<file path="src/sv/lsbm_pkg.sv">
// Shared types and constants of the line SSD block matcher.
// No dependencies; lsbm_sum_mem, lsbm_ctrl and line_ssd_block_match refer to it by scoped names.
package lsbm_pkg;

    // Configuration register widths, indexes and reset values.
    localparam int LEN_W      = 8;
    localparam int RAD_W      = 5;
    localparam int BS_W       = 8;
    localparam int CFG_IDX_W  = 2;
    localparam int CFG_DATA_W = 8;

    localparam logic [CFG_IDX_W-1:0] CFG_LINE_LENGTH   = 2'd0;
    localparam logic [CFG_IDX_W-1:0] CFG_SEARCH_RADIUS = 2'd1;
    localparam logic [CFG_IDX_W-1:0] CFG_BLOCK_SIZE    = 2'd2;

    localparam logic [LEN_W-1:0] RST_LINE_LENGTH   = 8'd128;
    localparam logic [RAD_W-1:0] RST_SEARCH_RADIUS = 5'd8;
    localparam logic [BS_W-1:0]  RST_BLOCK_SIZE    = 8'd16;
    localparam logic [BS_W-1:0]  MIN_BLOCK_SIZE    = 8'd4;

    // Per-shift sums saturate at the full 32-bit range.
    localparam int              SUM_W   = 32;
    localparam logic [SUM_W-1:0] SUM_MAX = 32'hFFFF_FFFF;

    // Result fields.
    localparam int MAX_BLOCKS  = 32;
    localparam int BLK_W       = 5;
    localparam int SHIFT_OUT_W = 6;
    localparam int OUT_DATA_W  = 16;

    typedef struct packed {
        logic [LEN_W-1:0] line_length;
        logic [RAD_W-1:0] shift_range;
        logic [BS_W-1:0]  blk_len;
    } t_cfg;

    typedef struct packed {
        logic [SHIFT_OUT_W-1:0] best_shift;
        logic [BLK_W-1:0]       block_number;
        logic                   is_global;
    } t_result;

endpackage

</file>
<file path="src/sv/lsbm_sum_mem.sv">
// Per-shift score sum memory of the matcher, one entry per shift.
// Depends on lsbm_pkg for the sum width.
module lsbm_sum_mem #(
    parameter int MAX_RADIUS = 16
) (
    input  logic                                  i_clk,
    input  logic                                  i_we,
    input  logic [$clog2(2*MAX_RADIUS+1)-1:0]     i_waddr,
    input  logic [lsbm_pkg::SUM_W-1:0]            i_wdata,
    input  logic [$clog2(2*MAX_RADIUS+1)-1:0]     i_raddr,
    output logic [lsbm_pkg::SUM_W-1:0]            o_rdata
);

    localparam int NUM_SHIFTS = 2 * MAX_RADIUS + 1;

    logic [lsbm_pkg::SUM_W-1:0] r_mem [NUM_SHIFTS];

    // Single write port, registered read port.
    always_ff @(posedge i_clk) begin
        if (i_we) begin
            r_mem[i_waddr] <= i_wdata;
        end
        o_rdata <= r_mem[i_raddr];
    end

endmodule

</file>
<file path="config.mk">
export PLATFORM = sky130hd
export DESIGN_NAME = lsbm_sum_mem
export DESIGN_NICKNAME = d
export VERILOG_FILES = /design/src/sv/lsbm_pkg.sv /design/src/sv/lsbm_sum_mem.sv
export SDC_FILE = /design/constraint.sdc
export NUM_CORES = 1
export LEC_CHECK = 0
export BUFFER_PORTS_ARGS = -buffer_cell sky130_fd_sc_hd__buf_2
export CORE_UTILIZATION = 65
export DETAILED_ROUTE_END_ITERATION = 16
export GPL_TIMING_DRIVEN = 0
export HOLD_SLACK_MARGIN = 0.06
export PLACE_DENSITY_LB_ADDON = 0.15
export SLEW_MARGIN = 10
export SYNTH_ARGS = -nofsm -noshare
export SYNTH_HDL_FRONTEND = slang
export SYNTH_SLANG_ARGS = --single-unit
</file>
<file path="constraint.sdc">
create_clock -name i_clk -period 4.6 [get_ports i_clk]
set_input_delay 0.23 -clock i_clk [delete_from_list [all_inputs] [get_ports i_clk]]
set_output_delay 0.23 -clock i_clk [all_outputs]
set_load 0.005 [all_outputs]
</file>
==> metrics.csv <==
stage;metric;value;unit
critical_path;path_delay_family;buffers and inverters;
floorplan;die_height;256;um
critical_path;critical_path_arrival;3320;ps
critical_path;crit_cells;8;
floorplan;die_x;256;um
sta;rsz0062_at_grt;no;
logic_synthesis;async_reset_ff_share;0;%
placed_design;dp_hpwl;71000;um
logic_synthesis;synthSimpleGateAreaFrac;0.931;%
sta;fmax;353;MHz
finish;drive_gt1_share;16.1;%
placed_design;dpl.cell_count;3171;
cts;cts-root-buf;clkbuf_16;
sta;finalClockSkew;24.6;ps
finish;syn_to_final_growth;15.0;%
logic_synthesis;synth_xor_area_share;0;%
grt;track_usage;35.0;%
cts;clk_path_buf_depth;3;
finish;layout_common_cells;edfxtp_1 (1056), mux2i_1 (512), a22oi_1 (128);
critical_path;worstPathMaxFanout;10;
sta;drv_slew;0;
detailed_routing;wirelength;114000;um
min_path;worstHoldPathType;in2reg;
logic_synthesis;synth-compound-area-share;7.48;%
logic_synthesis;yosysWarnings;0;
logic_synthesis;synth_fp_nets;2253;
grt;grt_pass1_vias;23100;
pwr;p_leak;16.7;nW
critical_path;cpPeakStageDelay;820;ps
critical_path;r2r_setup_slack;2540;ps
logic_synthesis;synth_enable_flop_cells;1056;
sta;hold_viol_final;0;
logic_synthesis;synthTopCellsByArea;edfxtp_1 (76%), mux2i_1 (12%), a22oi_1 (2.3%);
floorplan;die_area;0.0653;mm^2
grt;grt_max_degree;34;
pwr;peakVddDrop;0.000359;V
logic_synthesis;synth-main-ff-cell;edfxtp_1;
floorplan;rows;92;
detailed_routing;drc;0;
finish;ff_latch_area;0.0324;mm^2
cts;cts_tree;built;
logic_synthesis;synthMuxAreaShare;12.3;%
cts;hold_buffers;1;
status;status;completed;
cts;clock_latency;670;ps
run;maxCapViolations;0;
cts;cts-resized-gates;0;
logic_synthesis;ys_seq_elements;1088;
critical_path;crit_path_top_delay_cell;buf_1;
logic_synthesis;ys_seq_area_share;77.4;%
sta;fin_ws;1770;ps
logic_synthesis;synthCells;2207;
critical_path;path_buf_inv;4;
sta;max_slew_margin;3.70;%
min_path;min_path_cells;1;
logic_synthesis;synth_top_family_by_area;multiplexers;
detailed_routing;vias;23400;
grt;grt_first_pass_wirelength;160000;um
floorplan;core;0.0633;mm^2
cts;htree_levels;3;
cts;clk_pin_slew;60;ps
critical_path;end_kind;flop;
detailed_routing;drt-initial-drc-count;3137;
cts;cts_buffers;103;
critical_path;critPathLaunchType;input port;
floorplan;initial_core_util;66.0;%
cts;post-cts-setup-buffers;0;
pwr;power.total;0.0210;W
finish;final_cells;3365;
logic_synthesis;yosys.area.top_type_share;75.9;%
sta;setup_viol;0;
placed_design;io_buffers;75;
grt;antenna_found_initial;3;
logic_synthesis;yosysTopAreaCell;edfxtp_1;
finish;mostFrequentLayoutCell;edfxtp_1;
cts;cts.sinks;1088;
finish;multiInputGateArea;0.00888;mm^2
pwr;power_density;436;mW/mm^2
detailed_routing;ant_nets;0;
detailed_routing;via_per_inst;6.95;
placed_design;placed_cell_area;0.0445;mm^2
detailed_routing;wl_per_cell;34.0;um
sta;period_share;61.5;%
critical_path;cp_cell_sequence;buf_2 > nor2b_1 > buf_2 > buf_1 > buf_1 > a22oi_1 > a21oi_1 > o41ai_2;
critical_path;cp.required;5090;ps
placed_design;place_ws;1450;ps
critical_path;path_class;in2reg;
grt;grt_remaining_overflow;0;
finish;fin_area;0.0481;mm^2
finish;final_nets;2477;
sta;tightest_slew;1440;ps
placed_design;globalplace.congestion;0.839;
floorplan;io_pins;78;
finish;fillers;3457;
sta;hold_ws;76.2;ps
sta;fin_crit;2830;ps
detailed_routing;dr.pass1.iters;6;
logic_synthesis;ys_types;27;
logic_synthesis;synth_fa_ha_area_share;0;%
logic_synthesis;postSynthAreaPerCell;18.9;um^2
logic_synthesis;synth_area;0.0418;mm^2
critical_path;reg2reg_depth;5;
-- power breakdown --
part           switching (W)  internal [W]  total [W]
Combinational       0.000762      0.000353    0.00111
Clock                0.00358       0.00528    0.00886
Sequential         0.0000221        0.0110     0.0110
-- Yosys cell counts (23+ instances only) --
cell type / n
a21oi_1: 64
a221oi_1: 64
a22o_1: 64
a22oi_1: 128
buf_4: 23
clkbuf_1: 55
dfxtp_1: 32
edfxtp_1: 1056
mux2i_1: 512
nand2_1: 36
nor2_1: 36
o22ai_1: 32
o41ai_2: 32
-- area by class of cell --
class / count / area share [%]
clock buffers: 138 / 5.98
multi-input cells: 986 / 18.5
well taps: 846 / 2.20
diodes: 2 / 0.0104
clock inverters: 53 / 1.42
plain buffers: 133 / 1.64
flip-flops and latches: 1088 / 67.3
repair buffers: 119 / 2.95
-- cells by family (layout without fill, tap and decap cells) --
logic type / Yosys count / count (layout)
flip-flops: 1088 / 1088
buffers and inverters: 133 / 443
AO/OA/AOI/OAI: 384 / 384
other: 0 / 2
AND/OR/NAND/NOR: 90 / 90
multiplexers: 512 / 512
-- stage by stage --
stage / TNS (ps) / utilization [%]
6_report: 0 / 75.9
5_1_grt: 0 / 75.9
4_1_cts: 0 / 75.9
3_5_place_dp: 0 / 70.3
3_3_place_gp: -38540 / 68.3
2_1_floorplan: 0 / -
-- final timing paths --
| path | from | end |
|---|---|---|
| min reg2reg | r_mem[32][7]$_DFFE_PP_ | o_rdata[7]$_DFF_P_ |
| max reg2reg | r_mem[1][15]$_DFFE_PP_ | o_rdata[15]$_DFF_P_ |
| max | i_raddr[2] | o_rdata[30]$_DFF_P_ |
| min | i_wdata[5] | r_mem[20][5]$_DFFE_PP_ |
-- sequential cells by signal (all words and copies together) (netlist names) --
register,cells
r_mem,1056
o_rdata,32
-- per-layer routing --
metal | GRT usage (%) | up-vias | share of wire (%)
met1 | 46.3 | 11700 | 36
met3 | 8.97 | 380 | 13
li1 | - | 9492 | -
met5 | 0 | - | 0.024
met4 | 17.7 | 4 | 5.2
met2 | 54.5 | 1759 | 46
Power figures use the tool's default switching activity.
