===== config.mk =====
export PLATFORM = sky130hd
export DESIGN_NAME = lsbm_sq_acc
export DESIGN_NICKNAME = d
export VERILOG_FILES = /design/src/sv/lsbm_sq_acc.sv
export SDC_FILE = /design/constraint.sdc
export NUM_CORES = 1
export LEC_CHECK = 0
export BUFFER_PORTS_ARGS = -buffer_cell sky130_fd_sc_hd__buf_2
export CORE_ASPECT_RATIO = 1.4
export CORE_UTILIZATION = 54
export CTS_CLUSTER_DIAMETER = 150
export DETAILED_ROUTE_END_ITERATION = 16
export PLACE_DENSITY = 0.81
export SYNTH_ARGS = -nofsm -noshare
export SYNTH_HDL_FRONTEND = slang
export SYNTH_SLANG_ARGS = --single-unit

===== constraint.sdc =====
create_clock -name i_clk -period 9.7 [get_ports i_clk]
set_clock_uncertainty 0.15 [all_clocks]
set_input_delay 0 -clock i_clk [delete_from_list [all_inputs] [get_ports i_clk]]
set_output_delay 0 -clock i_clk [all_outputs]
set_load 0.01 [all_outputs]

===== src/sv/lsbm_sq_acc.sv =====
// Squared-difference accumulator: one pixel pair per cycle, squared, then summed.
// Uses no package; widths follow from the module parameters.
module lsbm_sq_acc #(
    parameter int PIXEL_BITS = 12,
    parameter int SCORE_W    = 32
) (
    input  logic                  i_clk,
    input  logic                  i_rst_n,
    input  logic                  i_clr,
    input  logic                  i_valid,
    input  logic [PIXEL_BITS-1:0] i_cur,
    input  logic [PIXEL_BITS-1:0] i_prev,
    output logic [SCORE_W-1:0]    o_acc,
    output logic                  o_busy
);

    logic signed [PIXEL_BITS:0]       w_diff;
    logic signed [2*PIXEL_BITS+1:0]   w_sq;
    logic [2*PIXEL_BITS-1:0]          r_sq;
    logic                             r_sq_v;
    logic [SCORE_W-1:0]               r_acc;

    // The square of a difference of two samples fits in twice the sample width.
    assign w_diff = $signed({1'b0, i_cur}) - $signed({1'b0, i_prev});
    assign w_sq   = w_diff * w_diff;

    // Square stage.
    always_ff @(posedge i_clk) begin
        if (!i_rst_n) begin
            r_sq_v <= 1'b0;
        end else begin
            r_sq_v <= i_valid;
        end
        r_sq <= w_sq[2*PIXEL_BITS-1:0];
    end

    // Accumulate stage; cleared before each shift is scored.
    always_ff @(posedge i_clk) begin
        if (i_clr) begin
            r_acc <= '0;
        end else if (r_sq_v) begin
            r_acc <= r_acc + SCORE_W'(r_sq);
        end
    end

    assign o_acc  = r_acc;
    assign o_busy = i_valid | r_sq_v;

endmodule


==> results of run 1 <==
## layer usage
layer | track usage, % | vias to the layer above | share of wire [%]
li1 | - | 3123 | -
met1 | 23.7 | 3123 | 37
met2 | 46.6 | 191 | 55
met3 | 1.47 | 64 | 3.4
met4 | 12.0 | 0 | 4.8
met5 | 0 | - | 0
## path summary, 6_finish.rpt
path,start,end,cells after the start
setup / recovery,i_cur[0],r_sq[23]$_DFF_P_,29
hold reg to reg,o_acc[30]$_SDFFE_PP0P_,o_acc[30]$_SDFFE_PP0P_,2
setup reg to reg,o_acc[0]$_SDFFE_PP0P_,o_acc[28]$_SDFFE_PP0P_,10
hold / removal,i_clr,o_acc[13]$_SDFFE_PP0P_,2
## worst max-delay path, delay by kind of cell
kind                       cells  cell delay (ps)
xor gates and xnor gates       2              740
and+or+nand+nor                5             1210
adders and majority gates      9             3720
buffers and inverters          6              570
AOI/OAI and AO/OA              7             1690
## repair_timing
item,4_1_cts,5_1_grt
setup endpoints to repair,0,0
hold buffers,2,0
endpoints found under the hold margin,1,0
## registers in the layout (all words and copies together), names as in the netlist
| signal | cells |
|---|---|
| o_acc | 32 |
| r_sq_v | 1 |
| r_sq | 23 |
## kinds of logic (layout without fill, tap and decap cells)
logic type / after synthesis / count (layout) / synth area share [%]
and+or+nand+nor: 233 / 233 / 12.6
adders and majority gates: 232 / 232 / 45.6
buffers and inverters: 200 / 255 / 8.91
AOI/OAI and AO/OA: 133 / 133 / 10.6
xor gates and xnor gates: 68 / 68 / 6.99
DFF: 56 / 56 / 13.1
muxes: 18 / 18 / 2.13
other: 1 / 1 / 0.0440
## cell type report
| class | count | area [sq um] | area share, % |
|---|---|---|---|
| Tap cell | 196 | 245 | 2.67 |
| Sequential cell | 56 | 1120 | 12.2 |
| Inverter | 183 | 687 | 7.48 |
| Clock buffer | 6 | 139 | 1.51 |
| Clock inverter | 2 | 10.0 | 0.109 |
| Multi-Input combinational cell | 685 | 6650 | 72.4 |
| Timing Repair Buffer | 64 | 335 | 3.65 |
## per-stage QoR
stage	utilization [%]	hold slack (ps)
after detailed placement	58.0	66.0
after global placement	58.0	64.5
final	59.1	63.9
after global routing	59.1	97.9
after CTS	59.1	62.1
after floorplan	-	-45.6
## cell usage after synthesis, types with 12 or more instances
cell      count  area (sq um)
nand2b_1     18           113
dfxtp_1      56          1120
nor2_1       86           323
inv_1       179           672
o21ai_0      22           110
nand2_1      64           240
nor3_1       14          70.1
xnor2_1      52           455
mux2i_1      17           170
fa_1        131          2620
xor2_1       16           140
ha_1        101          1260
nand3_1      12          60.1
a21oi_1      43           215
clkbuf_1     14          52.6
==> metrics.yaml, run 1 <==
syn_area_per_cell_sq_um: 9.06
die_area_sq_mm: 0.0163
relSlewSlack_pct: 20.0
slowest_delay_ps: 610
clk-insertion-delay-late_ps: 300
fmax_mhz: 126
startpoint_type: "input pin"
wl_per_cell_um: 14.8
cp_max_fo: 9
final_common_cell: "inv_1"
drc: 0
viasPerCell: 5.45
clkTransAtPathRegs_ps: 70
area_growth_pct: 7.70
grt_usage_pct: 23.3
synth_edf_count: 0
rows: 54
dp_hpwl_um: 15100
cts_num_sinks: 56
first_global_vias: 6887
ant_nets: 0
maxCapViolations: 0
end_kind: "register"
drive_gt1_share_pct: 9.34
synth.net_count: 1201
core_sq_mm: 0.0155
async_reset_ff_share_pct: 0
fin_nets: 1255
cp.required_ps: 9730
cts-htree-levels: 2
syn_area_sq_mm: 0.00853
antenna_found_initial: 0
dp_slack_ps: 1530
ys_seq_area_share_pct: 13.1
synth_cells: 941
placed_cell_area_sq_mm: 0.00901
finalCritPeriodShare_pct: 81.6
final_cells: 1192
synth_flop_cell: "dfxtp_1"
antenna_cells: 0
place.gp.congestion: 0.921
yosysWarningCount: 0
dp_cells: 1182
drt-total-wl_um: 17700
setup_viol: 0
drt_first_pass_iters: 5
clk_path_buf_depth: 2
io_buffers: 60
vias: 6501
start_util_pct: 54.9
status: "finished clean"
worstSetupPathType: "input pin to register"
post-cts-setup-buffer-count: 0
worst_hold_path_type: "input pin to register"
worstPathArrival_ps: 7940
synth.ff_latch_count: 56
stdcell_area_sq_mm: 0.00918
die_x_um: 108
n_fill_cell: 1328
cts_buffers: 5
worst_pin_slew_ps: 1200
r2r_setup_slack_ps: 6610
fin_crit_ps: 7910
layout_common_cells: "179 x inv_1, 131 x fa_1, 101 x ha_1"
cp_common_cell: "fa_1"
setup_ws_ps: 1790
fp.dieH_um: 151
cts_tree: "done"
tns_ps: 0
io_pins: 61
finalMaxSlewViolations: 0
grt_max_degree: 36
hold_viol_final: 0
root_buffer: "clkbuf_16"
grt_pass1_wl_um: 29700
cts_resized: 0
ys_types: 66
grt_overflow_total: 0
drtIter0Drc: 490
cpMaxStageDelayCell: "xor2_1"
rsz0062_at_grt: "no"
Power of run 1 is not shown: default switching activity piles up to over one toggle a cycle in this logic, so the estimate is an artifact.
==> run 2: changes to the inputs <==
--- a/config.mk
+++ b/config.mk
@@ -10,7 +10,7 @@
 export CORE_UTILIZATION = 54
 export CTS_CLUSTER_DIAMETER = 150
 export DETAILED_ROUTE_END_ITERATION = 16
-export PLACE_DENSITY = 0.81
+export PLACE_DENSITY = 0.83
 export SYNTH_ARGS = -nofsm -noshare
 export SYNTH_HDL_FRONTEND = slang
 export SYNTH_SLANG_ARGS = --single-unit
==> constraint.sdc (replaced) <==
create_clock -name i_clk -period 7.1 [get_ports i_clk]
set_clock_uncertainty 0.15 [all_clocks]
set_input_delay 0 -clock i_clk [delete_from_list [all_inputs] [get_ports i_clk]]
set_output_delay 0 -clock i_clk [all_outputs]
set_load 0.01 [all_outputs]
==> run 2 against run 1 <==
- die area stayed put
- flip-flop and latch count did not move
- via count up 2.8%
- critical path type unchanged
==> metrics.yaml, run 2 (synthesis results as in run 1) <==
final_common_cell: "inv_1"  # unchanged
status: "finished clean"  # unchanged
io_pins: 61  # unchanged
drtIter0Drc: 363  # was 490
drc: 0  # unchanged
cts-htree-levels: 2  # unchanged
grt_max_degree: 36  # unchanged
cts_num_sinks: 56  # unchanged
slowest_delay_ps: 550  # was 610 ps
dp_cells: 1219  # was 1182
maxCapViolations: 0  # unchanged
dp_hpwl_um: 15600  # was 15100 um
die_area_sq_mm: 0.0163  # unchanged
cpMaxStageDelayCell: "fa_1"  # was xor2_1
antenna_found_initial: 0  # unchanged
viasPerCell: 5.44  # was 5.45
drt_first_pass_iters: 4  # was 5
post-cts-setup-buffer-count: 0  # unchanged
root_buffer: "clkbuf_16"  # unchanged
vias: 6683  # was 6501
grt_overflow_total: 0  # unchanged
stdcell_area_sq_mm: 0.00955  # was 0.00918 sq mm
rsz0062_at_grt: "no"  # unchanged
fmax_mhz: 148
worstSetupPathType: "input pin to register"  # unchanged
cp.required_ps: 7120  # was 9730 ps
hold_viol_final: 0  # unchanged
grt_usage_pct: 24.4  # was 23.3%
die_x_um: 108  # unchanged
grt_pass1_wl_um: 31300  # was 29700 um
start_util_pct: 54.9  # unchanged
io_buffers: 60  # unchanged
first_global_vias: 7135  # was 6887
dp_slack_ps: -181  # was 1530 ps
core_sq_mm: 0.0155  # unchanged
wl_per_cell_um: 14.9  # was 14.8 um
drt-total-wl_um: 18300  # was 17700 um
antenna_cells: 0  # unchanged
area_growth_pct: 12.0  # was 7.70%
ant_nets: 0  # unchanged
worstPathArrival_ps: 6780  # was 7940 ps
cp_max_fo: 3  # was 9
setup_viol: 0  # unchanged
placed_cell_area_sq_mm: 0.00932  # was 0.00901 sq mm
clk_path_buf_depth: 2  # unchanged
place.gp.congestion: 0.899  # was 0.921
utilization_pct: 61.4  # was 59.1%
fp.dieH_um: 151  # unchanged
clk-insertion-delay-late_ps: 290  # was 300 ps
layout_common_cells: "178 x inv_1, 131 x fa_1, 101 x ha_1"  # was 179 x inv_1, 131 x fa_1, 101 x ha_1
final_cells: 1228  # was 1192
clkTransAtPathRegs_ps: 70  # about the same
finalMaxSlewViolations: 0  # unchanged
fin_crit_ps: 6760
relSlewSlack_pct: 58.5  # was 20.0%
setup_ws_ps: 343  # was 1790 ps
startpoint_type: "input pin"  # unchanged
worst_hold_path_type: "input pin to register"  # unchanged
finalCritPeriodShare_pct: 95.2
rows: 54  # unchanged
end_kind: "register"  # unchanged
worst_pin_slew_ps: 623  # was 1200 ps
drive_gt1_share_pct: 13.6  # was 9.34%
largest_reg_flops: 32  # unchanged
cts_tree: "done"  # unchanged
cts_buffers: 5  # unchanged
cp_common_cell: "fa_1"  # unchanged
fin_nets: 1292  # was 1255
==> run 2: cell count changes in the layout (fill, tap and decap cells not counted), moves of 2 or more <==
cell and delta:
a21oi_1 -4, a21oi_2 +4, buf_4 +37, bufinv_16 +2, clkinv_2 -2
==> run 2: cell type report <==
class / count / area [sq um]
Tap cell: 196 / 245
Sequential cell: 56 / 1120
Multi-Input combinational cell: 685 / 6700
Inverter: 183 / 687
Timing Repair Buffer: 101 / 613
Clock inverter: 2 / 60.1
Clock buffer: 5 / 125
Fill cell: 1287 / 5990
==> run 2: worst max-delay path: cells and delay by family <==
kind	cells	cell delay (ps)
buffers and inverters	6	350
and+or+nand+nor	5	1010
adders and majority gates	9	3720
xor gates and xnor gates	2	290
AOI/OAI and AO/OA	7	1380
==> run 2: stage by stage <==
stage                     hold WS (ps)  TNS, ps
after floorplan                  -45.6        0
after global placement            64.7    -60.8
after detailed placement          59.3     -499
after CTS                         68.9        0
after global routing              86.6        0
final                             57.0        0
==> run 2: repair_timing <==
item                                    4_1_cts  5_1_grt
hold endpoints to repair                      1        0
endpoints found under the setup margin        0        4
hold buffers                                  2        0
resized for setup                             0       10
==> run 2: per-layer routing <==
| layer | up-vias | global-route usage, % | wire length, um |
|---|---|---|---|
| met1 | 3202 | 25.2 | 6870 |
| met2 | 196 | 47.7 | 9830 |
| li1 | 3204 | - | - |
| met5 | - | 0 | 0 |
| met4 | 0 | 13.6 | 984 |
| met3 | 81 | 1.77 | 592 |
==> run 2: worst paths after layout <==
check,depth (start not counted),end,from,slack [ps]
setup / recovery,29,r_sq[23]$_DFF_P_,i_cur[0],340
hold / removal,2,o_acc[13]$_SDFFE_PP0P_,i_clr,60
setup reg to reg,9,o_acc[29]$_SDFFE_PP0P_,o_acc[2]$_SDFFE_PP0P_,3920
hold reg to reg,2,o_acc[21]$_SDFFE_PP0P_,o_acc[21]$_SDFFE_PP0P_,370
Power of run 2 is left out for the same reason.
==> run 3: changes to the inputs <==
--- a/config.mk
+++ b/config.mk
@@ -5,6 +5,7 @@
 export SDC_FILE = /design/constraint.sdc
 export NUM_CORES = 1
 export LEC_CHECK = 0
+export ABC_AREA = 1
 export BUFFER_PORTS_ARGS = -buffer_cell sky130_fd_sc_hd__buf_2
 export CORE_ASPECT_RATIO = 1.4
 export CORE_UTILIZATION = 54
==> run 3 against run 2 <==
- die area up 11%
- setup slack improved by 280 ps
- non-clock buffer count is 32 lower
- flip-flop and latch count is the same
- via count grew 25%
- fmax increased by 4.3%
- sequential share of layout area down 0.79 points
- final cell count up 31%
- core utilization decreased by 2.4 points
- synthesized cell count grew 39%
- largest cell class unchanged
==> metrics.yaml, run 3 <==
status: "finished clean"  # unchanged
wl_per_cell_um: 14.1  # was 14.9 um
ant_nets: 0  # unchanged
slowest_delay_ps: 620  # was 550 ps
grt_usage_pct: 26.6  # was 24.4%
synth_commonest_cells: "295 x inv_1, 265 x nand2_1, 163 x nor2_1"  # was 179 x inv_1, 131 x fa_1, 101 x ha_1
largest_reg_flops: 32  # unchanged
place.gp.congestion: 0.968  # was 0.899
viasPerCell: 5.23  # was 5.44
core_sq_mm: 0.0173  # was 0.0155 sq mm
hold_viol_final: 0  # unchanged
synth_top_cell_by_area: "fa_1"  # unchanged
cts_tree: "done"  # unchanged
antenna_cells: 0  # unchanged
end_kind: "register"  # unchanged
syn_area_sq_mm: 0.00951  # was 0.00853 sq mm
yosysMostFrequentCell: "inv_1"  # unchanged
worst_hold_path_type: "input pin to register"  # unchanged
clk-insertion-delay-late_ps: 290  # about the same
io_pins: 61  # unchanged
worst_pin_slew_ps: 744  # was 623 ps
area_growth_pct: 7.59  # was 12.0%
drtIter0Drc: 385  # was 363
fp.dieH_um: 159  # was 151 um
finalCritPeriodShare_pct: 91.2  # was 95.2%
cts_buffers: 5  # unchanged
clkTransAtPathRegs_ps: 60  # was 70 ps
cpMaxStageDelayCell: "xor2_1"  # was fa_1
dp_hpwl_um: 19500  # was 15600 um
synth.ff_latch_count: 56  # unchanged
syn_area_per_cell_sq_um: 7.28  # was 9.06 sq um
synth_flop_cell: "dfxtp_1"  # unchanged
finalMaxSlewViolations: 0  # unchanged
grt_max_degree: 45  # was 36
drc: 0  # unchanged
die_x_um: 114  # was 108 um
placed_cell_area_sq_mm: 0.0101  # was 0.00932 sq mm
tns_ps: 0  # unchanged
io_buffers: 60  # unchanged
rows: 57  # was 54
final_common_cell: "inv_1"  # unchanged
cp.required_ps: 7130  # was 7120 ps
drive_gt1_share_pct: 7.39  # was 13.6%
stdcell_area_sq_mm: 0.0102  # was 0.00955 sq mm
synth.net_count: 1567  # was 1201
cts_num_sinks: 56  # unchanged
final_cells: 1603  # was 1228
ys_types: 38  # was 66
start_util_pct: 54.9  # about the same
drt-total-wl_um: 22700  # was 18300 um
wl_met3_um: 823  # was 592 um
cts-htree-levels: 2  # unchanged
synth_cells: 1307  # was 941
grt_overflow_total: 0  # unchanged
synth_edf_count: 0  # unchanged
root_buffer: "clkbuf_16"  # unchanged
async_reset_ff_share_pct: 0  # unchanged
cts_resized: 0  # unchanged
fin_nets: 1629  # was 1292
post-cts-setup-buffer-count: 0  # unchanged
antenna_found_initial: 0  # unchanged
dr.max_layer_used: "met4"  # unchanged
fin_crit_ps: 6480  # was 6760 ps
relSlewSlack_pct: 50.2  # was 58.5%
startpoint_type: "input pin"  # unchanged
wl_met2_um: 12600  # was 9830 um
fmax_mhz: 154  # was 148 MHz
grt_pass1_wl_um: 38400  # was 31300 um
clk_path_buf_depth: 2  # unchanged
yosysWarningCount: 0  # unchanged
worstSetupPathType: "input pin to register"  # unchanged
cp_common_cell: "inv_1"  # was fa_1
cp_max_fo: 6  # was 3
setup_viol: 0  # unchanged
maxCapViolations: 0  # unchanged
die_area_sq_mm: 0.0182  # was 0.0163 sq mm
first_global_vias: 8882  # was 7135
rsz0062_at_grt: "no"  # unchanged
ys_seq_area_share_pct: 11.8  # was 13.1%
drt_first_pass_iters: 5  # was 4
dp_cells: 1596  # was 1219
worstPathArrival_ps: 6510  # was 6780 ps
layout_common_cells: "295 x inv_1, 265 x nand2_1, 163 x nor2_1"  # was 178 x inv_1, 131 x fa_1, 101 x ha_1
synth_top_area_share_pct: 27.6  # was 30.8%
met1_length_um: 7930  # was 6870 um
vias: 8377  # was 6683
synth_area_leaders: "fa_1 28%, ha_1 13%, dfxtp_1 12%"  # was fa_1 31%, ha_1 15%, dfxtp_1 13%
==> run 3: cell types whose count changed in the layout (fill, tap and decap cells not counted), moves of 13 or more <==
cell,delta
nand2_1,+202
inv_1,+117
nor2_1,+78
nand3_1,+50
xnor2_1,-44
buf_4,-32
o21ai_0,+23
a21oi_1,+22
nand2b_1,-18
mux2i_1,-17
nand4_1,+13
==> run 3: cell families after synthesis <==
group                      share of synthesized area, %
AOI/OAI and AO/OA                                  7.29
other                                            0.0394
adders and majority gates                          40.9
buffers and inverters                              12.7
xor gates and xnor gates                           3.84
and+or+nand+nor                                    23.5
DFF                                                11.8
==> run 3: worst paths after layout <==
kind                                from                      to  slack, ps  cells after the start
hold reg to reg   o_acc[31]$_SDFFE_PP0P_  o_acc[31]$_SDFFE_PP0P_        380                      3
setup / recovery               i_prev[6]        r_sq[23]$_DFF_P_        620                     30
hold / removal                     i_clr  o_acc[21]$_SDFFE_PP0P_        110                      4
setup reg to reg   o_acc[0]$_SDFFE_PP0P_  o_acc[30]$_SDFFE_PP0P_       4630                     11
==> run 3: metrics by stage <==
stage,setup WS (ps),util [%],hold WS (ps)
final,624,59.0,111
after CTS,666,59.0,112
after global placement,561,58.2,37.3
after detailed placement,407,58.2,42.0
after global routing,232,59.0,131
after floorplan,1120,-,-56.5
==> run 3: final cells by class <==
class	count	area [sq um]
Clock buffer	5	125
Tap cell	236	295
Sequential cell	56	1120
Inverter	302	1130
Timing Repair Buffer	69	373
Fill cell	1606	7100
Multi-Input combinational cell	935	7190
==> run 3: critical path: cells and delay by family <==
family | cells | cell delay, ps
adder cells (fa/ha/maj) | 8 | 3690
XOR/XNOR | 1 | 620
AO/OA/AOI/OAI | 1 | 130
buffers and inverters | 8 | 580
AND/OR/NAND/NOR | 12 | 1480
==> run 3: what timing repair did <==
action | CTS | global route
hold buffers | 2 | 0
setup endpoints to repair | 0 | 0
endpoints found under the hold margin | 1 | 0
==> run 3: metal layers <==
metal | global-route usage, % | up-vias
li1 | - | 4089
met3 | 2.47 | 102
met4 | 16.2 | 0
met1 | 25.6 | 3941
met5 | 0 | -
met2 | 52.6 | 245
Power of run 3 is left out for the same reason.
