File: src/sv/lsbm_pkg.sv
// Shared types and constants of the line SSD block matcher.
// No dependencies; lsbm_sum_mem, lsbm_ctrl and line_ssd_block_match refer to it by scoped names.
package lsbm_pkg;

    // Configuration register widths, indexes and reset values.
    localparam int LEN_W      = 8;
    localparam int RAD_W      = 5;
    localparam int BS_W       = 8;
    localparam int CFG_IDX_W  = 2;
    localparam int CFG_DATA_W = 8;

    localparam logic [CFG_IDX_W-1:0] CFG_LINE_LENGTH   = 2'd0;
    localparam logic [CFG_IDX_W-1:0] CFG_SEARCH_RADIUS = 2'd1;
    localparam logic [CFG_IDX_W-1:0] CFG_BLOCK_SIZE    = 2'd2;

    localparam logic [LEN_W-1:0] RST_LINE_LENGTH   = 8'd128;
    localparam logic [RAD_W-1:0] RST_SEARCH_RADIUS = 5'd8;
    localparam logic [BS_W-1:0]  RST_BLOCK_SIZE    = 8'd16;
    localparam logic [BS_W-1:0]  MIN_BLOCK_SIZE    = 8'd4;

    // Per-shift sums saturate at the full 32-bit range.
    localparam int              SUM_W   = 32;
    localparam logic [SUM_W-1:0] SUM_MAX = 32'hFFFF_FFFF;

    // Result fields.
    localparam int MAX_BLOCKS  = 32;
    localparam int BLK_W       = 5;
    localparam int SHIFT_OUT_W = 6;
    localparam int OUT_DATA_W  = 16;

    typedef struct packed {
        logic [LEN_W-1:0] line_length;
        logic [RAD_W-1:0] shift_range;
        logic [BS_W-1:0]  blk_len;
    } t_cfg;

    typedef struct packed {
        logic [SHIFT_OUT_W-1:0] best_shift;
        logic [BLK_W-1:0]       block_number;
        logic                   is_global;
    } t_result;

endpackage

File: src/sv/lsbm_ctrl.sv
// Sequencer of the matcher: line capture, per-block shift search, sum update
// and global choice. Depends on lsbm_pkg and drives the memories and accumulator.
module lsbm_ctrl #(
    parameter int MAX_PIXELS = 128,
    parameter int MAX_RADIUS = 16,
    parameter int SCORE_W    = 32
) (
    input  logic                                  i_clk,
    input  logic                                  i_rst_n,
    input  lsbm_pkg::t_cfg                        i_cfg,
    // Pixel input handshake.
    input  logic                                  i_in_valid,
    input  logic                                  i_in_last,
    output logic                                  o_in_ready,
    // Line memory control.
    output logic                                  o_line_we,
    output logic [$clog2(MAX_PIXELS)-1:0]         o_line_waddr,
    output logic [$clog2(MAX_PIXELS)-1:0]         o_cur_raddr,
    output logic [$clog2(MAX_PIXELS)-1:0]         o_prev_raddr,
    // Accumulator control.
    output logic                                  o_acc_clr,
    output logic                                  o_acc_valid,
    input  logic [SCORE_W-1:0]                    i_acc,
    input  logic                                  i_acc_busy,
    // Sum memory control.
    output logic                                  o_sum_we,
    output logic [$clog2(2*MAX_RADIUS+1)-1:0]     o_sum_addr,
    output logic [lsbm_pkg::SUM_W-1:0]            o_sum_wdata,
    input  logic [lsbm_pkg::SUM_W-1:0]            i_sum_rdata,
    // Result push toward the output register.
    input  logic                                  i_out_free,
    output logic                                  o_out_push,
    output lsbm_pkg::t_result                     o_out_result
);

    localparam int AW  = $clog2(MAX_PIXELS);
    localparam int LW  = $clog2(MAX_PIXELS + 1);
    localparam int RW  = $clog2(MAX_RADIUS + 1);
    localparam int PW  = $clog2(2 * MAX_PIXELS + MAX_RADIUS + 1) + 1;
    localparam int NS  = 2 * MAX_RADIUS + 1;
    localparam int SIW = $clog2(NS);
    localparam int EW  = (SCORE_W > lsbm_pkg::SUM_W ? SCORE_W : lsbm_pkg::SUM_W) + 1;

    localparam logic [3:0] ST_IDLE        = 4'd0;
    localparam logic [3:0] ST_BLK_START   = 4'd1;
    localparam logic [3:0] ST_SHIFT_CHECK = 4'd2;
    localparam logic [3:0] ST_SCAN        = 4'd3;
    localparam logic [3:0] ST_DRAIN       = 4'd4;
    localparam logic [3:0] ST_UPDATE      = 4'd5;
    localparam logic [3:0] ST_EMIT_BLK    = 4'd6;
    localparam logic [3:0] ST_GREAD       = 4'd7;
    localparam logic [3:0] ST_GCMP        = 4'd8;
    localparam logic [3:0] ST_GEMIT       = 4'd9;

    logic [3:0]                         r_state, n_state;
    logic [LW-1:0]                      r_pcnt, n_pcnt;
    logic signed [PW-1:0]               r_b, n_b;
    logic signed [PW-1:0]               r_end, n_end;
    logic signed [PW-1:0]               r_s, n_s;
    logic signed [PW-1:0]               r_x, n_x;
    logic                               r_have, n_have;
    logic [SCORE_W-1:0]                 r_bmin, n_bmin;
    logic signed [PW-1:0]               r_best, n_best;
    logic [lsbm_pkg::BLK_W-1:0]         r_nblk, n_nblk;
    logic [NS-1:0]                      r_seen, n_seen;
    logic                               r_rd_v;
    logic                               r_ghave, n_ghave;
    logic signed [PW-1:0]               r_gbest, n_gbest;
    logic [lsbm_pkg::SUM_W-1:0]         r_gmin, n_gmin;

    logic [LW-1:0]                      c_len;
    logic [RW-1:0]                      c_rad;
    logic [lsbm_pkg::BS_W-1:0]          c_bs_min;
    logic [LW-1:0]                      c_bs;
    logic signed [PW-1:0]               w_len_s;
    logic signed [PW-1:0]               w_rad_s;
    logic signed [PW-1:0]               w_bs_s;
    logic signed [PW-1:0]               w_b_next;
    logic signed [PW-1:0]               w_px;
    logic signed [PW-1:0]               w_sidx_full;
    logic [SIW-1:0]                     w_sidx;
    logic                               w_in_acc;
    logic                               w_shift_ok;
    logic [lsbm_pkg::SUM_W-1:0]         w_old_sum;
    logic [EW-1:0]                      w_sum_ext;

    // Effective configuration: line length and radius saturate at the maxima,
    // block size is at least four and at most the line.
    always_comb begin
        c_len    = (32'(i_cfg.line_length) > MAX_PIXELS) ? LW'(MAX_PIXELS)
                                                         : LW'(i_cfg.line_length);
        c_rad    = (32'(i_cfg.shift_range) > MAX_RADIUS) ? RW'(MAX_RADIUS)
                                                         : RW'(i_cfg.shift_range);
        c_bs_min = (i_cfg.blk_len < lsbm_pkg::MIN_BLOCK_SIZE) ? lsbm_pkg::MIN_BLOCK_SIZE
                                                              : i_cfg.blk_len;
        c_bs     = (32'(c_bs_min) > 32'(c_len)) ? c_len : LW'(c_bs_min);
    end

    // Position arithmetic in signed form.
    assign w_len_s     = PW'(c_len);
    assign w_rad_s     = PW'(c_rad);
    assign w_bs_s      = PW'(c_bs);
    assign w_b_next    = r_b + w_bs_s;
    assign w_px        = r_x + r_s;
    assign w_sidx_full = r_s + PW'(MAX_RADIUS);
    assign w_sidx      = w_sidx_full[SIW-1:0];
    assign w_in_acc    = i_in_valid && (r_state == ST_IDLE);
    assign w_shift_ok  = (r_b + r_s >= 0) && (r_end + r_s <= w_len_s);

    // Saturating per-shift sum; an entry not yet touched in this line counts as zero.
    assign w_old_sum = r_seen[w_sidx] ? i_sum_rdata : '0;
    assign w_sum_ext = EW'(w_old_sum) + EW'(i_acc);

    // Memory and accumulator drive.
    assign o_in_ready   = (r_state == ST_IDLE);
    assign o_line_we    = w_in_acc && (32'(r_pcnt) < MAX_PIXELS);
    assign o_line_waddr = r_pcnt[AW-1:0];
    assign o_cur_raddr  = r_x[AW-1:0];
    assign o_prev_raddr = w_px[AW-1:0];
    assign o_acc_clr    = (r_state == ST_SHIFT_CHECK);
    assign o_acc_valid  = r_rd_v;
    assign o_sum_addr   = w_sidx;
    assign o_sum_we     = (r_state == ST_UPDATE);
    assign o_sum_wdata  = (w_sum_ext > EW'(lsbm_pkg::SUM_MAX)) ? lsbm_pkg::SUM_MAX
                                                               : w_sum_ext[lsbm_pkg::SUM_W-1:0];

    // Result push: block results in order, then the global result.
    always_comb begin
        o_out_push   = i_out_free && ((r_state == ST_EMIT_BLK) || (r_state == ST_GEMIT));
        o_out_result = '0;
        if (r_state == ST_GEMIT) begin
            o_out_result.best_shift = r_gbest[lsbm_pkg::SHIFT_OUT_W-1:0];
            o_out_result.is_global  = 1'b1;
        end else begin
            o_out_result.best_shift   = r_best[lsbm_pkg::SHIFT_OUT_W-1:0];
            o_out_result.block_number = r_nblk;
        end
    end

    // Next-state logic of the sequencer.
    always_comb begin
        n_state = r_state;
        n_pcnt  = r_pcnt;
        n_b     = r_b;
        n_end   = r_end;
        n_s     = r_s;
        n_x     = r_x;
        n_have  = r_have;
        n_bmin  = r_bmin;
        n_best  = r_best;
        n_nblk  = r_nblk;
        n_seen  = r_seen;
        n_ghave = r_ghave;
        n_gbest = r_gbest;
        n_gmin  = r_gmin;
        unique case (r_state)
            ST_IDLE: begin
                if (w_in_acc) begin
                    if (32'(r_pcnt) < MAX_PIXELS) begin
                        n_pcnt = r_pcnt + 1'b1;
                    end
                    if (i_in_last) begin
                        n_pcnt  = '0;
                        n_seen  = '0;
                        n_ghave = 1'b0;
                        n_gbest = '0;
                        n_b     = '0;
                        n_nblk  = '0;
                        n_s     = -w_rad_s;
                        n_state = (c_len == '0) ? ST_GREAD : ST_BLK_START;
                    end
                end
            end
            ST_BLK_START: begin
                n_end   = (w_b_next > w_len_s) ? w_len_s : w_b_next;
                n_s     = -w_rad_s;
                n_have  = 1'b0;
                n_best  = '0;
                n_state = ST_SHIFT_CHECK;
            end
            ST_SHIFT_CHECK: begin
                if (r_s > w_rad_s) begin
                    n_state = ST_EMIT_BLK;
                end else if (w_shift_ok) begin
                    n_x     = r_b;
                    n_state = ST_SCAN;
                end else begin
                    n_s = r_s + 1'b1;
                end
            end
            ST_SCAN: begin
                n_x = r_x + 1'b1;
                if (r_x == r_end - 1'b1) begin
                    n_state = ST_DRAIN;
                end
            end
            ST_DRAIN: begin
                // The sum entry is read meanwhile; its data is ready in the update cycle.
                if (!r_rd_v && !i_acc_busy) begin
                    n_state = ST_UPDATE;
                end
            end
            ST_UPDATE: begin
                if (!r_have || (i_acc < r_bmin)) begin
                    n_bmin = i_acc;
                    n_best = r_s;
                    n_have = 1'b1;
                end
                n_seen[w_sidx] = 1'b1;
                n_s            = r_s + 1'b1;
                n_state        = ST_SHIFT_CHECK;
            end
            ST_EMIT_BLK: begin
                if (i_out_free) begin
                    n_nblk = r_nblk + 1'b1;
                    n_b    = w_b_next;
                    if ((w_b_next >= w_len_s) ||
                        (32'(r_nblk) == lsbm_pkg::MAX_BLOCKS - 1)) begin
                        n_s     = -w_rad_s;
                        n_state = ST_GREAD;
                    end else begin
                        n_state = ST_BLK_START;
                    end
                end
            end
            ST_GREAD: begin
                n_state = (r_s > w_rad_s) ? ST_GEMIT : ST_GCMP;
            end
            ST_GCMP: begin
                if (r_seen[w_sidx] && (!r_ghave || (i_sum_rdata < r_gmin))) begin
                    n_gmin  = i_sum_rdata;
                    n_gbest = r_s;
                    n_ghave = 1'b1;
                end
                n_s     = r_s + 1'b1;
                n_state = ST_GREAD;
            end
            ST_GEMIT: begin
                if (i_out_free) begin
                    n_state = ST_IDLE;
                end
            end
            default: begin
                n_state = ST_IDLE;
            end
        endcase
    end

    // Control registers.
    always_ff @(posedge i_clk) begin
        if (!i_rst_n) begin
            r_state <= ST_IDLE;
            r_pcnt  <= '0;
            r_rd_v  <= 1'b0;
            r_seen  <= '0;
            r_have  <= 1'b0;
            r_ghave <= 1'b0;
        end else begin
            r_state <= n_state;
            r_pcnt  <= n_pcnt;
            r_rd_v  <= (r_state == ST_SCAN);
            r_seen  <= n_seen;
            r_have  <= n_have;
            r_ghave <= n_ghave;
        end
    end

    // Position and score registers.
    always_ff @(posedge i_clk) begin
        r_b     <= n_b;
        r_end   <= n_end;
        r_s     <= n_s;
        r_x     <= n_x;
        r_bmin  <= n_bmin;
        r_best  <= n_best;
        r_nblk  <= n_nblk;
        r_gbest <= n_gbest;
        r_gmin  <= n_gmin;
    end

endmodule

File: config.mk
export PLATFORM = sky130hd
export DESIGN_NAME = lsbm_ctrl
export DESIGN_NICKNAME = d
export VERILOG_FILES = /design/src/sv/lsbm_pkg.sv /design/src/sv/lsbm_ctrl.sv
export SDC_FILE = /design/constraint.sdc
export NUM_CORES = 1
export LEC_CHECK = 0
export ABC_AREA = 1
export BUFFER_PORTS_ARGS = -buffer_cell sky130_fd_sc_hd__buf_2
export CORE_ASPECT_RATIO = 0.5
export CORE_MARGIN = 2
export CORE_UTILIZATION = 50
export CTS_BUF_LIST = sky130_fd_sc_hd__clkbuf_16
export DETAILED_ROUTE_END_ITERATION = 6
export GPL_TIMING_DRIVEN = 0
export PLACE_DENSITY = 0.7
export SYNTH_ARGS = -nofsm -noshare
export SYNTH_HDL_FRONTEND = slang
export SYNTH_SLANG_ARGS = --single-unit
export TNS_END_PERCENT = 1
File: constraint.sdc
create_clock -name i_clk -period 6.6 [get_ports i_clk]
set_clock_uncertainty 0.05 [all_clocks]
set_input_delay 1.98 -clock i_clk [delete_from_list [all_inputs] [get_ports i_clk]]
set_output_delay 1.98 -clock i_clk [all_outputs]
set_load 0.02 [all_outputs]
==> results of run 1 <==
-- worst max path at each step --
stage / from / end / depth (start not counted)
CTS: r_s[1] / o_sum_wdata[18] / 25
floorplan: i_cfg[2] / r_s[0] / 30
global placement: i_acc[25] / r_best[3] / 10
finish: r_s[0] / o_sum_wdata[15] / 25
global route: r_s[1] / o_sum_wdata[16] / 26
detailed placement: i_cfg[20] / r_s[3] / 29
-- cells by family (layout without fill, tap and decap cells) --
family / Yosys count / count (layout) / synth area share
adder cells (fa/ha/maj): 171 / 171 / 0.163
flip-flops: 169 / 169 / 0.344
XOR/XNOR: 67 / 67 / 0.0440
AO/OA/AOI/OAI: 298 / 298 / 0.134
buffers and inverters: 353 / 590 / 0.107
AND/OR/NAND/NOR: 651 / 651 / 0.208
-- layout make-up --
| type | count | area (sq um) |
|---|---|---|
| well taps | 352 | 440 |
| multi-input cells | 1187 | 7590 |
| fillers | 2410 | 10400 |
| clock inverters | 13 | 119 |
| clock buffers | 19 | 475 |
| plain buffers | 40 | 274 |
| repair buffers | 204 | 1190 |
| flip-flops and latches | 169 | 4590 |
| inverters | 313 | 1190 |
| repair inverters | 1 | 7.51 |
-- cell usage in the layout, fill, tap and decap left out, types with 11 or more instances in the layout --
master	synthesis	final
nor2_2	11	14
inv_1	307	301
o21ai_2	14	14
o22ai_1	13	11
o21ai_0	63	60
buf_4	18	49
nand2_1	321	315
nor3_1	21	21
clkbuf_16	0	19
edfxtp_1	121	121
ha_1	166	162
xor2_1	35	35
xnor2_1	32	30
nor2_1	180	175
a21oi_1	143	138
nand4_1	20	20
nand3_1	66	58
dfxtp_1	48	48
buf_2	9	172
-- power groups by stage --
stage                     Combinational [mW]  Clock [mW]  Sequential, mW
final                                   3.39        1.02            1.44
after global routing                    3.73        1.08            1.45
after CTS                               3.11        1.04            1.45
after detailed placement                3.01           0            1.50
after global placement                  2.98           0            1.50
after floorplan                         2.22           0            1.42
-- through the flow --
stage / worst slack [ns] / instance area, sq um / setup TNS, ns / cells / utilization
3_5_place_dp: -0.436 / 14700 / -10.60 / 2230 / 0.557
5_1_grt: -0.0674 / 15900 / -1.01 / 2298 / 0.603
4_1_cts: 0.00653 / 15300 / 0 / 2267 / 0.582
6_report: 0.115 / 15900 / 0 / 2298 / 0.603
3_3_place_gp: -0.718 / 14600 / -25.65 / 2228 / 0.555
2_1_floorplan: 0.489 / 13300 / 0 / 1709 / -
-- flip-flops by register name, summed over array words and instances (netlist names), 4 cells and up --
register and cells:
r_seen 33, r_bmin 32, r_gmin 32, r_b 10, r_end 10, r_s 10
r_x 10, r_pcnt 8, r_best 6, r_gbest 6, r_nblk 5, r_state 4
-- per-layer routing --
layer | track usage | vias up | part of all wire
met2 | 0.406 | 304 | 0.47
met4 | 0.0669 | 0 | 0.012
met3 | 0.0405 | 38 | 0.048
met1 | 0.326 | 5546 | 0.47
li1 | - | 6088 | -
met5 | 0 | - | 0
-- worst max-delay path, delay by kind of cell (launching register included) --
family	cells	cell delay [ns]
buf+inv	6	0.88
compound gates	7	1.20
simple gates	11	1.04
fa+ha+maj	1	0.35
flops	1	0.51
-- repair_timing --
action	CTS	global route
pin swaps	0	14
buffers inserted	5	26
setup endpoints to repair	42	53
cloned	0	4
resized for setup	11	70
==> results.md, run 1 <==
- Synth area leader: edfxtp_1
- # setup viols final: 0
- Hold Slack: 0.411 ns
- Synth Flop Type: edfxtp_1
- Total Routing Usage GR: 0.242
- Status: complete, no violations
- Syn_nets: 1971
- WP data required: 4.57 ns
- Area growth syn-to-layout: 19.1%
- Mapped Area: 13300 sq um
- Worst reg2reg path depth: 19
- Max cap viols: 0
- Start of the worst register-to-register path: r_s[0]
- Hold Path Depth: 2
- R2r setup slk: 2.40 ns
- Iter 0 DRT Violations: 798
- Total CTS buffers: 17
- Vias in the first global route: 11.1k
- Mapped Cells: 1709
- Sequential share of the synthesized area: 0.344
- Die height: 120 microns
- CTS H-tree depth: 4
- GRT Residual Overflow: 0
- Core ar.: 26300 sq um
- Site Rows: 42
- Top Ports: 168
- Die width: 235 microns
- Min Tclk post-route: 6.48 ns
- FF-to-FF End: r_x[4]
- Worst hold start: r_seen[12]
- Netlist cell types: 60
- Post-Route WL: 34300 microns
- Tightest Pin Transition: 1.04 ns
- Vias: 12.0k
- Gpl congestion: 0.920
- Worst slew margin: 0.308
- Largest net degree at the start of global routing: 33
- Final slew viol count: 0
- Clock Sink Count: 169
- Max Fanout on Critical Path: 10
- Initial Util: 0.507
- Worst-path clk slew: 0.07 ns
- Root buffer cell: clkbuf_16
- Buffers on Ports: 167
- Hold EP: r_seen[12]
- Slowest-stage cell, CP: edfxtp_1
- Commonest cells post-synth: 321 x nand2_1, 307 x inv_1, 180 x nor2_1
- Fraction of layout cells with a size suffix above 1: 0.189
- Clk buf depth: 2
- Ys Warns: 0
- Internal power: 3.08 mW
- CP max stage delay: 0.51 ns
- CTS Hold Bufs: 0
- Final Cycle Share: 0.983
- Nets: 2195
- Die ar.: 28100 sq um
- TritonRoute pass-1 iters: 6
- Tot Pwr: 5.85 mW
- CP Data Arrival Time: 4.45 ns
- Clock Power Share: 0.175
- First-pass GRT wire length: 54400 microns
- Avg Cell Area, Syn: 7.81 sq um
- Synth async-reset ratio: 0
- Sw Share: 0.474
- Static Leak: 7.69 nW
- FMAX: 0.154 GHz
- Net switching power: 2.77 mW
- Initial antenna violation count: 0
- Logic gate share of total power: 0.579
- Synthesis-stage register bit count: 169
- Critical Path Sink Type: primary output
- Post-synth EDFFs: 121
- Yosys top cell area share: 0.272
- Antenna-violating nets left: 0
- Peak VDD IR: 176 uV
- Worst Setup Path Type: flop to primary output
- RSZ-0062 raised after global routing: true
- CTS tree: done
- DR DRC count: 0
- Vias per cell: 5.21
- Final hold vios: 0
- Worst skew pair latency: 0.45 ns
- Sequential power share: 0.246
- Power per cell area: 368 nW/um^2
- Ant diodes: 0
- Top-count cell post-synth: nand2_1
- WL/cell: 14.9 microns
- Post-detail-place hpwl: 26600 microns
- Worst Hold Class: flop to flop
- Main area contributors after synthesis: edfxtp_1 27%, ha_1 16%, nand2_1 9.0%
- CP Launch Type: flop
(Power assumes the default switching activity.)
==> run 2, diff against run 1 <==
--- a/config.mk
+++ b/config.mk
@@ -6,14 +6,15 @@
 export NUM_CORES = 1
 export LEC_CHECK = 0
 export ABC_AREA = 1
-export BUFFER_PORTS_ARGS = -buffer_cell sky130_fd_sc_hd__buf_2
+export ABC_CLOCK_PERIOD_IN_PS = 6600
 export CORE_ASPECT_RATIO = 0.5
 export CORE_MARGIN = 2
 export CORE_UTILIZATION = 50
 export CTS_BUF_LIST = sky130_fd_sc_hd__clkbuf_16
+export CTS_CLUSTER_DIAMETER = 100
 export DETAILED_ROUTE_END_ITERATION = 6
+export DONT_BUFFER_PORTS = 1
 export GPL_TIMING_DRIVEN = 0
-export PLACE_DENSITY = 0.7
 export SYNTH_ARGS = -nofsm -noshare
 export SYNTH_HDL_FRONTEND = slang
 export SYNTH_SLANG_ARGS = --single-unit
==> results.md, run 2 (synthesis results as in run 1) <==
- Iter 0 DRT Violations: 743
- Clk buf depth: 2
- Antenna-violating nets left: 0
- FF-to-FF End: r_x[7]
- Initial antenna violation count: 0
- Top Metal Used: met4
- Vias: 11.5k
- Worst setup path endpoint: o_sum_wdata[29]
- Fraction of layout cells with a size suffix above 1: 0.137
- Worst reg2reg path depth: 20
- Ant diodes: 0
- Fillcell total: 2428
- Post-detail-place hpwl: 28200 microns
- Biggest regs: r_seen: 33 flops, r_bmin: 32 flops, r_gmin: 32 flops
- Failing checks: design-rule violations, negative setup slack
- Worst slew margin: 0.248
- Top Ports: 168
- Total Routing Usage GR: 0.252
- Die height: 120 microns
- Static Leak: 7.11 nW
- # setup viols final: 5
- Largest register by flop count: r_seen
- Worst Setup Path Type: flop to primary output
- Gpl congestion: 0.894
- Area post-placement: 13800 sq um
- Max Fanout on Critical Path: 7
- Initial Util: 0.507
- Clock Power Share: 0.172
- Post-Route WL: 36600 microns
- CTS H-tree depth: 4
- Worst skew pair latency: 0.46 ns
- Sequential power share: 0.247
- Root buffer cell: clkbuf_16
- Worst Hold Class: flop to flop
- Final hold vios: 0
- Largest register FFs: 33
- R2r setup slk: 2.19 ns
- Power per cell area: 381 nW/um^2
- Status: finished with violations
- Largest net degree at the start of global routing: 33
- WL/cell: 17.1 microns
- Critical Path Sink Type: primary output
- Buffers on Ports: 0
- Start of the worst register-to-register path: r_s[0]
- Final slew viol count: 0
- First-pass GRT wire length: 55900 microns
- CP Launch Type: flop
- Worst setup margin: -0.00758 ns
- Die width: 235 microns
- Final Cycle Share: 1.00
- Die ar.: 28100 sq um
- Final std cells w/o fill: 2134
- Site Rows: 42
- Met3 routed WL: 1910 microns
- GRT Residual Overflow: 0
- FMAX: 0.151 GHz
- Min Tclk post-route: 6.61 ns
- Commonest cells after routing, fill and taps aside: 301 x inv_1, 286 x nand2_1, 175 x nor2_1
- WL met2: 17600 microns
- Internal power: 3.04 mW
- Area growth syn-to-layout: 15.8%
- Sw Share: 0.483
- Tot Pwr: 5.89 mW
- TritonRoute pass-1 iters: 7
- Tightest Pin Transition: 1.13 ns
- Worst Setup SP: r_s[0]
- Post-route cell area: 15500 sq um
- CP max stage delay: 0.48 ns
- Nets: 2031
- Slowest-stage cell, CP: edfxtp_1
- Most common cell after layout, fill and taps aside: inv_1
- Peak VDD IR: 223 uV
- RSZ-0062 raised after global routing: true
- Worst-path clk slew: 0.07 ns
- Total CTS buffers: 17
- CTS tree: done
- Core ar.: 26300 sq um
- Hold Slack: 0.409 ns
- DR DRC count: 1
- WL met1: 16300 microns
- Worst hold start: r_seen[2]
- Net switching power: 2.85 mW
- CP Data Arrival Time: 4.58 ns
- Max cap viols: 0
- Placed instance count: 2063
- WP data required: 4.57 ns
- Clock Sink Count: 169
- CTS Hold Bufs: 0
- Vias per cell: 5.40
- Logic gate share of total power: 0.582
- Vias in the first global route: 10.9k
[run 2: cell types whose count changed in the layout (fill, tap and decap cells not counted), moves of 4 or more]
cell | previous run | this run
a21oi_1 | 138 | 131
nand3_2 | 9 | 5
buf_8 | 0 | 9
buf_6 | 9 | 2
buf_2 | 172 | 5
nand2_1 | 315 | 286
a21oi_2 | 6 | 13
nand3_4 | 4 | 8
nand2_2 | 9 | 20
nand2_4 | 3 | 21
o21ai_4 | 0 | 4
[run 2: final cells by class]
cell class	count	area (sq um)	share of cell area
Multi-Input combinational cell	1187	7880	0.510
Sequential cell	169	4590	0.297
Inverter	313	1210	0.0781
Clock buffer	19	475	0.0308
Timing Repair Buffer	40	443	0.0287
Tap cell	352	440	0.0285
Buffer	40	302	0.0195
Clock inverter	13	101	0.00656
Timing Repair inverter	1	7.51	0.000486
[run 2: worst min path at each step]
stage / endpoint / cells past startpoint
floorplan: r_seen[8] / 2
global placement: r_seen[32] / 2
detailed placement: r_seen[8] / 2
CTS: r_seen[8] / 2
global route: r_seen[32] / 2
finish: r_seen[2] / 2
[run 2: power groups by stage]
stage	logic, mW	clock network [mW]	registers [mW]
after CTS	2.94	1.02	1.45
after detailed placement	2.80	0	1.51
after global routing	3.76	1.07	1.46
after floorplan	2.22	0	1.42
final	3.43	1.01	1.45
after global placement	2.74	0	1.51
[run 2: what timing repair did]
action,4_1_cts,5_1_grt
resized for setup,21,144
setup buffers,8,24
hold endpoints to repair,0,0
setup endpoints to repair,32,53
pin swaps,0,29
gates cloned,0,6
[run 2: through the flow]
stage	utilization	setup slack, ns	setup TNS [ns]
4_1_cts	0.552	-0.0504	-0.653
3_5_place_dp	0.525	-0.372	-14.43
2_1_floorplan	-	0.489	0
5_1_grt	0.587	-0.207	-5.37
6_report	0.587	-0.00758	-0.0154
3_3_place_gp	0.523	-0.622	-25.57
[run 2: critical path, delay by kind of cell, from the launching register on]
kind / cells / cell delay [ns]
adders and majority gates: 1 / 0.37
AOI/OAI and AO/OA: 8 / 1.27
DFF: 1 / 0.48
and+or+nand+nor: 8 / 0.85
buffers and inverters: 8 / 1.14
[run 2: layer usage]
layer | vias to the layer above | track usage
met2 | 259 | 0.424
met4 | 0 | 0.0728
met5 | - | 0
met1 | 5453 | 0.337
li1 | 5755 | -
met3 | 50 | 0.0414
